`config.mk`:
```
export PLATFORM = sky130hd
export DESIGN_NAME = i2c_register_access_sequencer
export DESIGN_NICKNAME = d
export VERILOG_FILES = /design/src/sv/irs_pkg.sv /design/src/sv/i2c_register_access_sequencer.sv /design/src/sv/irs_seq.sv /design/src/sv/irs_out_skid.sv
export SDC_FILE = /design/constraint.sdc
export NUM_CORES = 1
export LEC_CHECK = 0
export ABC_AREA = 1
export BUFFER_PORTS_ARGS = -buffer_cell sky130_fd_sc_hd__buf_2
export CAP_MARGIN = 20
export CORE_UTILIZATION = 40
export CTS_BUF_LIST = sky130_fd_sc_hd__clkbuf_4 sky130_fd_sc_hd__clkbuf_8 sky130_fd_sc_hd__clkbuf_16
export CTS_CLUSTER_DIAMETER = 80
export DETAILED_ROUTE_END_ITERATION = 16
export GPL_ROUTABILITY_DRIVEN = 0
export HOLD_SLACK_MARGIN = 0.05
export PLACE_DENSITY = 0.68
export SYNTH_ARGS = -nofsm -noshare
export SYNTH_HDL_FRONTEND = slang
export SYNTH_SLANG_ARGS = --single-unit
```
`constraint.sdc`:
```
create_clock -name clk -period 2 [get_ports clk]
set_input_delay 0.4 -clock clk [delete_from_list [all_inputs] [get_ports clk]]
set_output_delay 0.4 -clock clk [all_outputs]
set_load 0.03 [all_outputs]
```
`src/sv/irs_pkg.sv`:
```
package irs_pkg;

    typedef enum logic [1:0] {
        OP_EVENT = 2'd0,
        OP_WRITE = 2'd1,
        OP_READ  = 2'd2,
        OP_UNUSED = 2'd3
    } op_t;

    typedef enum logic [2:0] {
        ACT_NONE    = 3'd0,
        ACT_START   = 3'd1,
        ACT_TX      = 3'd2,
        ACT_RESTART = 3'd3,
        ACT_RECV    = 3'd4,
        ACT_NACK    = 3'd5,
        ACT_STOP    = 3'd6
    } action_t;

    localparam logic [6:0] DEV_ADDR_RESET = 7'd72;
    localparam logic       RW_WRITE       = 1'b0;
    localparam logic       RW_READ        = 1'b1;

    typedef struct packed {
        logic [2:0] action;
        logic [7:0] tx_byte;
        logic [7:0] read_data;
        logic       read_valid;
        logic       busy_res;
        logic       rejected;
    } result_t;

endpackage

```
`src/sv/i2c_register_access_sequencer.sv`:
```
// Each result is registered into the output stage at its accepting edge, in the skid entry if the main one is full.
// Throughput: one item per cycle while in_ready is high; the sequence state is updated at the accepting edge.
// A two-entry output stage absorbs one extra result while out_ready is low,
// so in_ready drops only when both entries are full.
// Reset (rst_n low, asynchronous): phase idle, no start pending, held bytes zero,
// output stage empty, device_address back to 72.
module i2c_register_access_sequencer (
    input  logic       clk,
    input  logic       rst_n,
    input  logic       in_valid,
    output logic       in_ready,
    input  logic [1:0] op,
    input  logic [7:0] register_number,
    input  logic [7:0] write_byte,
    input  logic       nack_seen,
    input  logic [7:0] received_byte,
    output logic       out_valid,
    input  logic       out_ready,
    output logic [2:0] action,
    output logic [7:0] tx_byte,
    output logic [7:0] read_data,
    output logic       read_valid,
    output logic       busy_res,
    output logic       rejected,
    input  logic       cfg_we,
    input  logic [6:0] cfg_data
);
    import irs_pkg::*;

    logic    accept;
    logic    can_load;
    result_t step_result;
    result_t out_result;

    assign in_ready = can_load;
    assign accept   = in_valid && can_load;

    irs_seq u_seq (
        .clk             (clk),
        .rst_n           (rst_n),
        .accept          (accept),
        .op              (op),
        .register_number (register_number),
        .write_byte      (write_byte),
        .nack_seen       (nack_seen),
        .received_byte   (received_byte),
        .cfg_we          (cfg_we),
        .cfg_data        (cfg_data),
        .result          (step_result)
    );

    irs_out_skid u_out (
        .clk       (clk),
        .rst_n     (rst_n),
        .load      (accept),
        .load_data (step_result),
        .can_load  (can_load),
        .out_valid (out_valid),
        .out_ready (out_ready),
        .out_data  (out_result)
    );

    assign action     = out_result.action;
    assign tx_byte    = out_result.tx_byte;
    assign read_data  = out_result.read_data;
    assign read_valid = out_result.read_valid;
    assign busy_res   = out_result.busy_res;
    assign rejected   = out_result.rejected;

endmodule

```
`src/sv/irs_seq.sv`:
```
module irs_seq (
    input  logic               clk,
    input  logic               rst_n,
    input  logic               accept,
    input  logic [1:0]         op,
    input  logic [7:0]         register_number,
    input  logic [7:0]         write_byte,
    input  logic               nack_seen,
    input  logic [7:0]         received_byte,
    input  logic               cfg_we,
    input  logic [6:0]         cfg_data,
    output irs_pkg::result_t   result
);
    import irs_pkg::*;

    typedef enum logic [3:0] {
        PH_IDLE    = 4'd0,
        PH_ADDR    = 4'd1,
        PH_REG     = 4'd2,
        PH_DATA    = 4'd3,
        PH_RESTART = 4'd4,
        PH_ADDR_RD = 4'd5,
        PH_RECV    = 4'd6,
        PH_NACK    = 4'd7,
        PH_STOP    = 4'd8
    } phase_t;

    phase_t     phase_reg, phase_next;
    logic       is_read_reg, is_read_next;
    logic [7:0] held_register_reg, held_register_next;
    logic [7:0] held_write_byte_reg, held_write_byte_next;
    logic       started_reg, started_next;
    logic [6:0] dev_addr_reg;
    logic       busy;

    always_comb
    begin
        phase_next           = phase_reg;
        is_read_next         = is_read_reg;
        held_register_next   = held_register_reg;
        held_write_byte_next = held_write_byte_reg;
        started_next         = started_reg;
        result               = '0;
        result.action        = ACT_NONE;
        busy                 = (phase_reg != PH_IDLE) || started_reg;

        case (op_t'(op))
            OP_WRITE, OP_READ:
            begin
                if (busy)
                begin
                    result.rejected = 1'b1;
                end
                else
                begin
                    held_register_next = register_number;
                    if (op_t'(op) == OP_WRITE)
                    begin
                        held_write_byte_next = write_byte;
                    end
                    is_read_next  = (op_t'(op) == OP_READ);
                    started_next  = 1'b1;
                    result.action = ACT_START;
                end
            end
            OP_EVENT:
            begin
                case (phase_reg)
                    PH_IDLE:
                    begin
                        if (started_reg)
                        begin
                            started_next   = 1'b0;
                            result.action  = ACT_TX;
                            result.tx_byte = {dev_addr_reg, RW_WRITE};
                            phase_next     = PH_ADDR;
                        end
                    end
                    PH_ADDR:
                    begin
                        if (nack_seen)
                        begin
                            result.action = ACT_STOP;
                            phase_next    = PH_STOP;
                        end
                        else
                        begin
                            result.action  = ACT_TX;
                            result.tx_byte = held_register_reg;
                            phase_next     = PH_REG;
                        end
                    end
                    PH_REG:
                    begin
                        // register NACK ends the transfer as well
                        if (nack_seen)
                        begin
                            result.action = ACT_STOP;
                            phase_next    = PH_STOP;
                        end
                        else if (is_read_reg)
                        begin
                            result.action = ACT_RESTART;
                            phase_next    = PH_RESTART;
                        end
                        else
                        begin
                            result.action  = ACT_TX;
                            result.tx_byte = held_write_byte_reg;
                            phase_next     = PH_DATA;
                        end
                    end
                    PH_RESTART:
                    begin
                        result.action  = ACT_TX;
                        result.tx_byte = {dev_addr_reg, RW_READ};
                        phase_next     = PH_ADDR_RD;
                    end
                    PH_ADDR_RD:
                    begin
                        if (nack_seen)
                        begin
                            result.action = ACT_STOP;
                            phase_next    = PH_STOP;
                        end
                        else
                        begin
                            result.action = ACT_RECV;
                            phase_next    = PH_RECV;
                        end
                    end
                    PH_RECV:
                    begin
                        // single-byte read: always finish with NACK
                        result.read_data  = received_byte;
                        result.read_valid = 1'b1;
                        result.action     = ACT_NACK;
                        phase_next        = PH_NACK;
                    end
                    PH_DATA, PH_NACK:
                    begin
                        result.action = ACT_STOP;
                        phase_next    = PH_STOP;
                    end
                    default:
                    begin
                        phase_next = PH_IDLE;
                    end
                endcase
            end
            default:
            begin
            end
        endcase

        result.busy_res = (phase_next != PH_IDLE) || started_next;
    end

    always_ff @(posedge clk or negedge rst_n)
    begin
        if (!rst_n)
        begin
            phase_reg           <= PH_IDLE;
            is_read_reg         <= 1'b0;
            held_register_reg   <= '0;
            held_write_byte_reg <= '0;
            started_reg         <= 1'b0;
            dev_addr_reg        <= DEV_ADDR_RESET;
        end
        else
        begin
            if (accept)
            begin
                phase_reg           <= phase_next;
                is_read_reg         <= is_read_next;
                held_register_reg   <= held_register_next;
                held_write_byte_reg <= held_write_byte_next;
                started_reg         <= started_next;
            end
            if (cfg_we)
            begin
                dev_addr_reg <= cfg_data;
            end
        end
    end

endmodule

```
`src/sv/irs_out_skid.sv`:
```
module irs_out_skid (
    input  logic             clk,
    input  logic             rst_n,
    input  logic             load,
    input  irs_pkg::result_t load_data,
    output logic             can_load,
    output logic             out_valid,
    input  logic             out_ready,
    output irs_pkg::result_t out_data
);
    import irs_pkg::*;

    logic    main_valid_reg;
    logic    skid_valid_reg;
    result_t main_reg;
    result_t skid_reg;
    logic    pop;

    assign pop       = main_valid_reg && out_ready;
    assign can_load  = !skid_valid_reg;
    assign out_valid = main_valid_reg;
    assign out_data  = main_reg;

    always_ff @(posedge clk or negedge rst_n)
    begin
        if (!rst_n)
        begin
            main_valid_reg <= 1'b0;
            skid_valid_reg <= 1'b0;
            main_reg       <= '0;
            skid_reg       <= '0;
        end
        else
        begin
            if (skid_valid_reg)
            begin
                // no load while the skid entry is held
                if (pop)
                begin
                    main_reg       <= skid_reg;
                    skid_valid_reg <= 1'b0;
                end
            end
            else if (load)
            begin
                if (!main_valid_reg || pop)
                begin
                    main_reg       <= load_data;
                    main_valid_reg <= 1'b1;
                end
                else
                begin
                    skid_reg       <= load_data;
                    skid_valid_reg <= 1'b1;
                end
            end
            else if (pop)
            begin
                main_valid_reg <= 1'b0;
            end
        end
    end

endmodule

```
==> impl_metrics.ini, run 1 <==
[outcome]
status = finished clean

[drt]
drtPass1Iterations = 4
wl_per_cell_um = 14.85
via_per_inst = 5.104
drt_drc_violations_left = 0
vias = 3032
drtAntennaViolNets = 0
drt_iter0_drc = 162
wirelength_mm = 8.821

[grt]
globalRoute.totalOverflow = 0
antenna_found_initial = 0
grt_max_degree = 35
grt_pass1_vias = 3003
grtUsageTotal_pct = 19.92
grt_pass1_wl_mm = 14.78

[sta]
clock.fmax_mhz = 545.0
fin_tns_setup_ns = 0
relSlewSlack_pct = 53.30
finalSetupViolCount = 0
period_share_pct = 91.74
timing.final.crit_period_ns = 1.835
rsz0062_at_grt = false
final_max_slew_viol_count = 0
fin_skew_ns = 0.009878
hold_violations = 0
tightest_slew_ns = 0.6997

[floorplanning]
rows = 34
io_pins = 63
start_util_pct = 41.35
core_um2 = 8721
die_area_um2 = 9398
die_w_um = 96.95
die_h_um = 96.95

[synthesis]
synth_common_cells = nand2_1, dfrtp_1, a21oi_1
synthDominantCellAreaShare_pct = 50.66
netlist_area_um2 = 3606
ys.flop_type = dfrtp_1
synth.avg_cell_area_um2 = 8.647
synth_warnings = 0
yosysMostFrequentCell = nand2_1
ys_ff_latch = 75
synthCells = 417
async_flop_share_pct = 100.0
synth.area.top_cells = dfrtp_1, nand2_1, a21oi_1
yosysSeqAreaShare_pct = 52.12
ys_types = 31
synth_top_area_cell = dfrtp_1
syn_nets = 460
synth_enable_flop_cells = 0

[clock_tree]
postCtsResizedCells = 0
cts_max_path_buffers = 2
htreeDepth = 3
cts.clk_slew.worst_paths_ns = 0.08
clkSinkCount = 75
numCtsBuffers = 9
clk_latency_ns = 0.36
root_buffer = clkbuf_8
cts_tree = built

[critical_path]
worstPathRequired_ns = 1.60
crit_buf_inv = 3
crit_slowest_cell = dfrtp_1
critical_path_arrival_ns = 1.43
crit_chain = inv_2, buf_4, buf_2
end_kind = output pin
worstSetupStartpointType = flop
cp-startpoint = u_out.skid_valid_reg$_DFF_PN0_
worstPathMaxFanout = 14
crit_family = buffers and inverters
crit_type = flop to output pin
timing.rr.start = u_seq.phase_reg[3]$_DFFE_PN0P_
slowest_delay_ns = 0.41

[pwr]
pwr-share-seq_pct = 40.0
power.switching_uw = 2007
pwr-share-comb_pct = 31.0
power_leakage_uw = 0.002209
switching_share_pct = 36.64
clock_power_share_pct = 29.0
vdd_drop_max_mv = 0.5716
p_int_uw = 3470
p_per_area_nw_per_um2 = 1268

[layout]
n_antenna_cell = 0
utilization_pct = 49.53
final_layout_size_suffix_gt1_share_pct = 24.07
nets = 524
area_growth_pct = 19.78

[place]
port_buffers = 62
dp_hpwl_mm = 5.983

[run]
cap_violations = 0

[worst_hold_path]
hold_start = cfg_data[2]
hp-class = input port to flop
## cells by family (layout without fill, tap and decap cells)
family | Yosys count | after routing | share of synthesized area (%)
flops | 75 | 75 | 52.12
fa+ha+maj | 4 | 4 | 1.388
mux | 11 | 11 | 4.164
buf+inv | 53 | 122 | 6.280
simple gates | 186 | 186 | 23.00
compound gates | 88 | 88 | 13.05
## layout make-up
cell class	instances	area [um^2]
repair buffers	73	410.4
well taps	108	135.1
fillers	847	4402
inverters	33	123.9
clock inverters	7	146.4
flip-flops and latches	75	1879
clock buffers	9	123.9
multi-input cells	289	1500
## power groups by stage
stage | logic (uW) | registers [uW] | clock network (uW)
finish | 1700 | 2190 | 1590
floorplan | 933 | 2450 | 0
global route | 1880 | 2240 | 1680
global placement | 1670 | 2200 | 0
CTS | 1710 | 2190 | 1600
detailed placement | 1700 | 2210 | 0
## stage by stage
step / hold slack, ns / instances / power, uW / worst slack (ns) / area, um^2
2_1_floorplan: 0.1044 / 417 / 3382 / 0.4466 / 3606
3_3_place_gp: 0.3840 / 577 / 3872 / 0.2905 / 4039
3_5_place_dp: 0.3813 / 577 / 3913 / 0.2493 / 4039
4_1_cts: 0.2431 / 594 / 5504 / 0.1562 / 4319
5_1_grt: 0.2451 / 594 / 5796 / 0.08424 / 4319
6_report: 0.2485 / 594 / 5476 / 0.1653 / 4319
## timing repair
action,CTS,global route
buffers inserted,0,0
endpoints found under the setup margin,0,0
hold buffers,1,0
hold endpoints to repair,31,0
## path summary, 6_finish.rpt
check	end	slack, ns	depth (start not counted)
hold reg to reg	u_out.skid_reg[2]$_DFFE_PN0P_	0.48	2
setup reg to reg	u_seq.held_register_reg[4]$_DFFE_PN0P_	0.20	5
min in group asynchronous	u_out.skid_reg[5]$_DFFE_PN0P_	0.53	2
max in group asynchronous	u_seq.dev_addr_reg[3]$_DFFE_PN1P_	0.89	3
setup / recovery	in_ready	0.17	3
hold / removal	u_seq.dev_addr_reg[2]$_DFFE_PN0P_	0.25	3
## worst min-delay path: cells and delay by family
kind	cells	cell delay, ns
and+or+nand+nor	1	0.04
buffers and inverters	1	0.08
AOI/OAI and AO/OA	1	0.06
## cells in the final DEF (no fill, tap or decap), types with 2 or more instances in the layout
master / synthesis / routed
nand2_1: 97 / 97
dfrtp_1: 73 / 73
buf_2: 7 / 61
a21oi_1: 41 / 41
nand3_1: 38 / 38
o21ai_0: 34 / 34
nor2_1: 33 / 33
inv_1: 28 / 28
buf_4: 1 / 10
clkbuf_8: 0 / 9
mux2_4: 7 / 7
inv_2: 5 / 5
nor2_4: 5 / 5
nand3_2: 4 / 4
o221ai_1: 4 / 4
ha_1: 4 / 4
bufinv_16: 0 / 4
o211ai_1: 3 / 3
nand4_1: 3 / 3
mux2_2: 3 / 3
nand2_2: 2 / 2
nor3_1: 2 / 2
a31oi_1: 2 / 2
o21ai_1: 2 / 2
inv_6: 0 / 2
dfstp_2: 2 / 2
## per-layer routing
| metal | share of wire (%) | GRT usage, % | wire [um] | up-vias |
|---|---|---|---|---|
| li1 | - | - | - | 1506 |
| met1 | 47 | 26.43 | 4110 | 1428 |
| met2 | 47 | 32.12 | 4174 | 91 |
| met3 | 5.2 | 4.913 | 459 | 7 |
| met4 | 0.86 | 6.200 | 76 | 0 |
| met5 | 0 | 0 | 0 | - |
Note: power is estimated with default switching activity, not from simulation.
==> run 2: changes to the inputs <==
--- a/config.mk
+++ b/config.mk
@@ -14,6 +14,7 @@
 export DETAILED_ROUTE_END_ITERATION = 16
 export GPL_ROUTABILITY_DRIVEN = 0
 export HOLD_SLACK_MARGIN = 0.05
+export MAX_ROUTING_LAYER = met4
 export PLACE_DENSITY = 0.68
 export SYNTH_ARGS = -nofsm -noshare
 export SYNTH_HDL_FRONTEND = slang
==> run 2 against run 1 <==
Power barely moved. Critical path depth unchanged. Non-clock buffer count unchanged. Routed wire length fell by 0.15%. Combinational power hardly changed. Hold slack improved by 0.00054 ns. Clock skew rose by 0.00074 ns.
==> impl_metrics.ini, run 2 (synthesized netlist as in run 1, its figures left out) <==
[critical_path]
worstPathMaxFanout = 14
timing.rr.start = u_seq.phase_reg[3]$_DFFE_PN0P_
ff2ff_path_depth = 5
crit_type = flop to output pin
worstPathRequired_ns = 1.60
critical_path_arrival_ns = 1.43
worstSetupStartpointType = flop
end_kind = output pin
cp-startpoint = u_out.skid_valid_reg$_DFF_PN0_

[clock_tree]
clk_latency_ns = 0.36
root_buffer = clkbuf_8
post_cts_buffers = 0
cts.clk_slew.worst_paths_ns = 0.09
clkSinkCount = 75
cts_max_path_buffers = 2
numCtsBuffers = 9
cts_tree = built
htreeDepth = 3

[place]
port_buffers = 62
dp_hpwl_mm = 5.983

[drt]
drt_iter0_drc = 147
via_per_inst = 5.170
wirelength_mm = 8.808
drtPass1Iterations = 4
drtAntennaViolNets = 0
vias = 3071
drt_drc_violations_left = 0
wl_per_cell_um = 14.83

[layout]
fill_cells = 847
seq_area_um2 = 1879
final_layout_size_suffix_gt1_share_pct = 24.07
area_growth_pct = 19.78
final_common_cell = nand2_1
n_antenna_cell = 0
multi_input_area_um2 = 1500
nets = 524
final_cell_mix = nand2_1, dfrtp_1, buf_2, a21oi_1, nand3_1

[sta]
rsz0062_at_grt = false
hold_violations = 0
fin_tns_setup_ns = 0
finalSetupViolCount = 0
fin_skew_ns = 0.01062
clock.fmax_mhz = 545.3
tightest_slew_ns = 0.6981
final_max_slew_viol_count = 0
timing.final.crit_period_ns = 1.834
relSlewSlack_pct = 53.41
period_share_pct = 91.69
holdWs_ns = 0.2490

[pwr]
switching_share_pct = 36.60
vdd_drop_max_mv = 0.5701
clock_power_share_pct = 29.0
power_leakage_uw = 0.002209
power.switching_uw = 2003
p_int_uw = 3470
p_per_area_nw_per_um2 = 1267
pwr-share-comb_pct = 31.1
pwr-share-seq_pct = 40.0

[grt]
grt_max_degree = 35
globalRoute.totalOverflow = 0
antenna_found_initial = 0
grtUsageTotal_pct = 20.43
grt_pass1_wl_mm = 14.76
grt_pass1_vias = 3006

[floorplanning]
io_pins = 63
die_w_um = 96.95
die_h_um = 96.95
start_util_pct = 41.35
core_um2 = 8721
die_area_um2 = 9398
rows = 34

[worst_hold_path]
hp-class = input port to flop
hold_start = cfg_data[2]
hold_depth = 3

[run]
cap_violations = 0

[outcome]
status = finished clean
## run 2: critical path, stage by stage (launching register included)
cell and delay (ns):
dfrtp_1 0.41, inv_2 0.21, buf_4 0.24, buf_2 0.22
## run 2: cell type report
class                           instances  share of cell area (%)
Sequential cell                        75                   43.51
Multi-Input combinational cell        289                   34.73
Timing Repair Buffer                   73                   9.502
Clock inverter                          7                   3.389
Tap cell                              108                   3.129
Clock buffer                            9                   2.868
Inverter                               33                   2.868
## run 2: layer usage
layer,vias up,global-route usage (%),wire length [um]
met5,-,-,0
met4,0,6.889,99
met3,13,3.974,473
met2,90,32.18,4187
met1,1463,26.52,4048
li1,1505,-,-
## run 2: path summary, 6_finish.rpt
| check | end | slack [ns] |
|---|---|---|
| max | in_ready | 0.17 |
| min | u_seq.dev_addr_reg[2]$_DFFE_PN0P_ | 0.25 |
| max reg2reg | u_seq.held_register_reg[4]$_DFFE_PN0P_ | 0.22 |
| min reg2reg | u_out.skid_reg[2]$_DFFE_PN0P_ | 0.48 |
| max in group asynchronous | u_seq.dev_addr_reg[3]$_DFFE_PN1P_ | 0.89 |
| min in group asynchronous | u_out.skid_reg[5]$_DFFE_PN0P_ | 0.53 |
## run 2: power by group through the flow
stage	Combinational (uW)	Clock, uW	Sequential [uW]
2_1_floorplan	933	0	2450
3_3_place_gp	1670	0	2200
3_5_place_dp	1700	0	2210
4_1_cts	1710	1600	2190
5_1_grt	1880	1670	2240
6_report	1700	1580	2190
## run 2: stage by stage
| step | power, uW | instance area (um^2) | std cells | util, % | setup WS [ns] |
|---|---|---|---|---|---|
| detailed placement | 3913 | 4039 | 577 | 46.31 | 0.2493 |
| global route | 5791 | 4319 | 594 | 49.53 | 0.08346 |
| floorplan | 3382 | 3606 | 417 | - | 0.4466 |
| global placement | 3872 | 4039 | 577 | 46.31 | 0.2905 |
| finish | 5473 | 4319 | 594 | 49.53 | 0.1662 |
| CTS | 5504 | 4319 | 594 | 49.53 | 0.1562 |
## run 2: what timing repair did
item | CTS | global route
hold buffers | 1 | 0
resized for setup | 0 | 0
hold endpoints to repair | 31 | 0
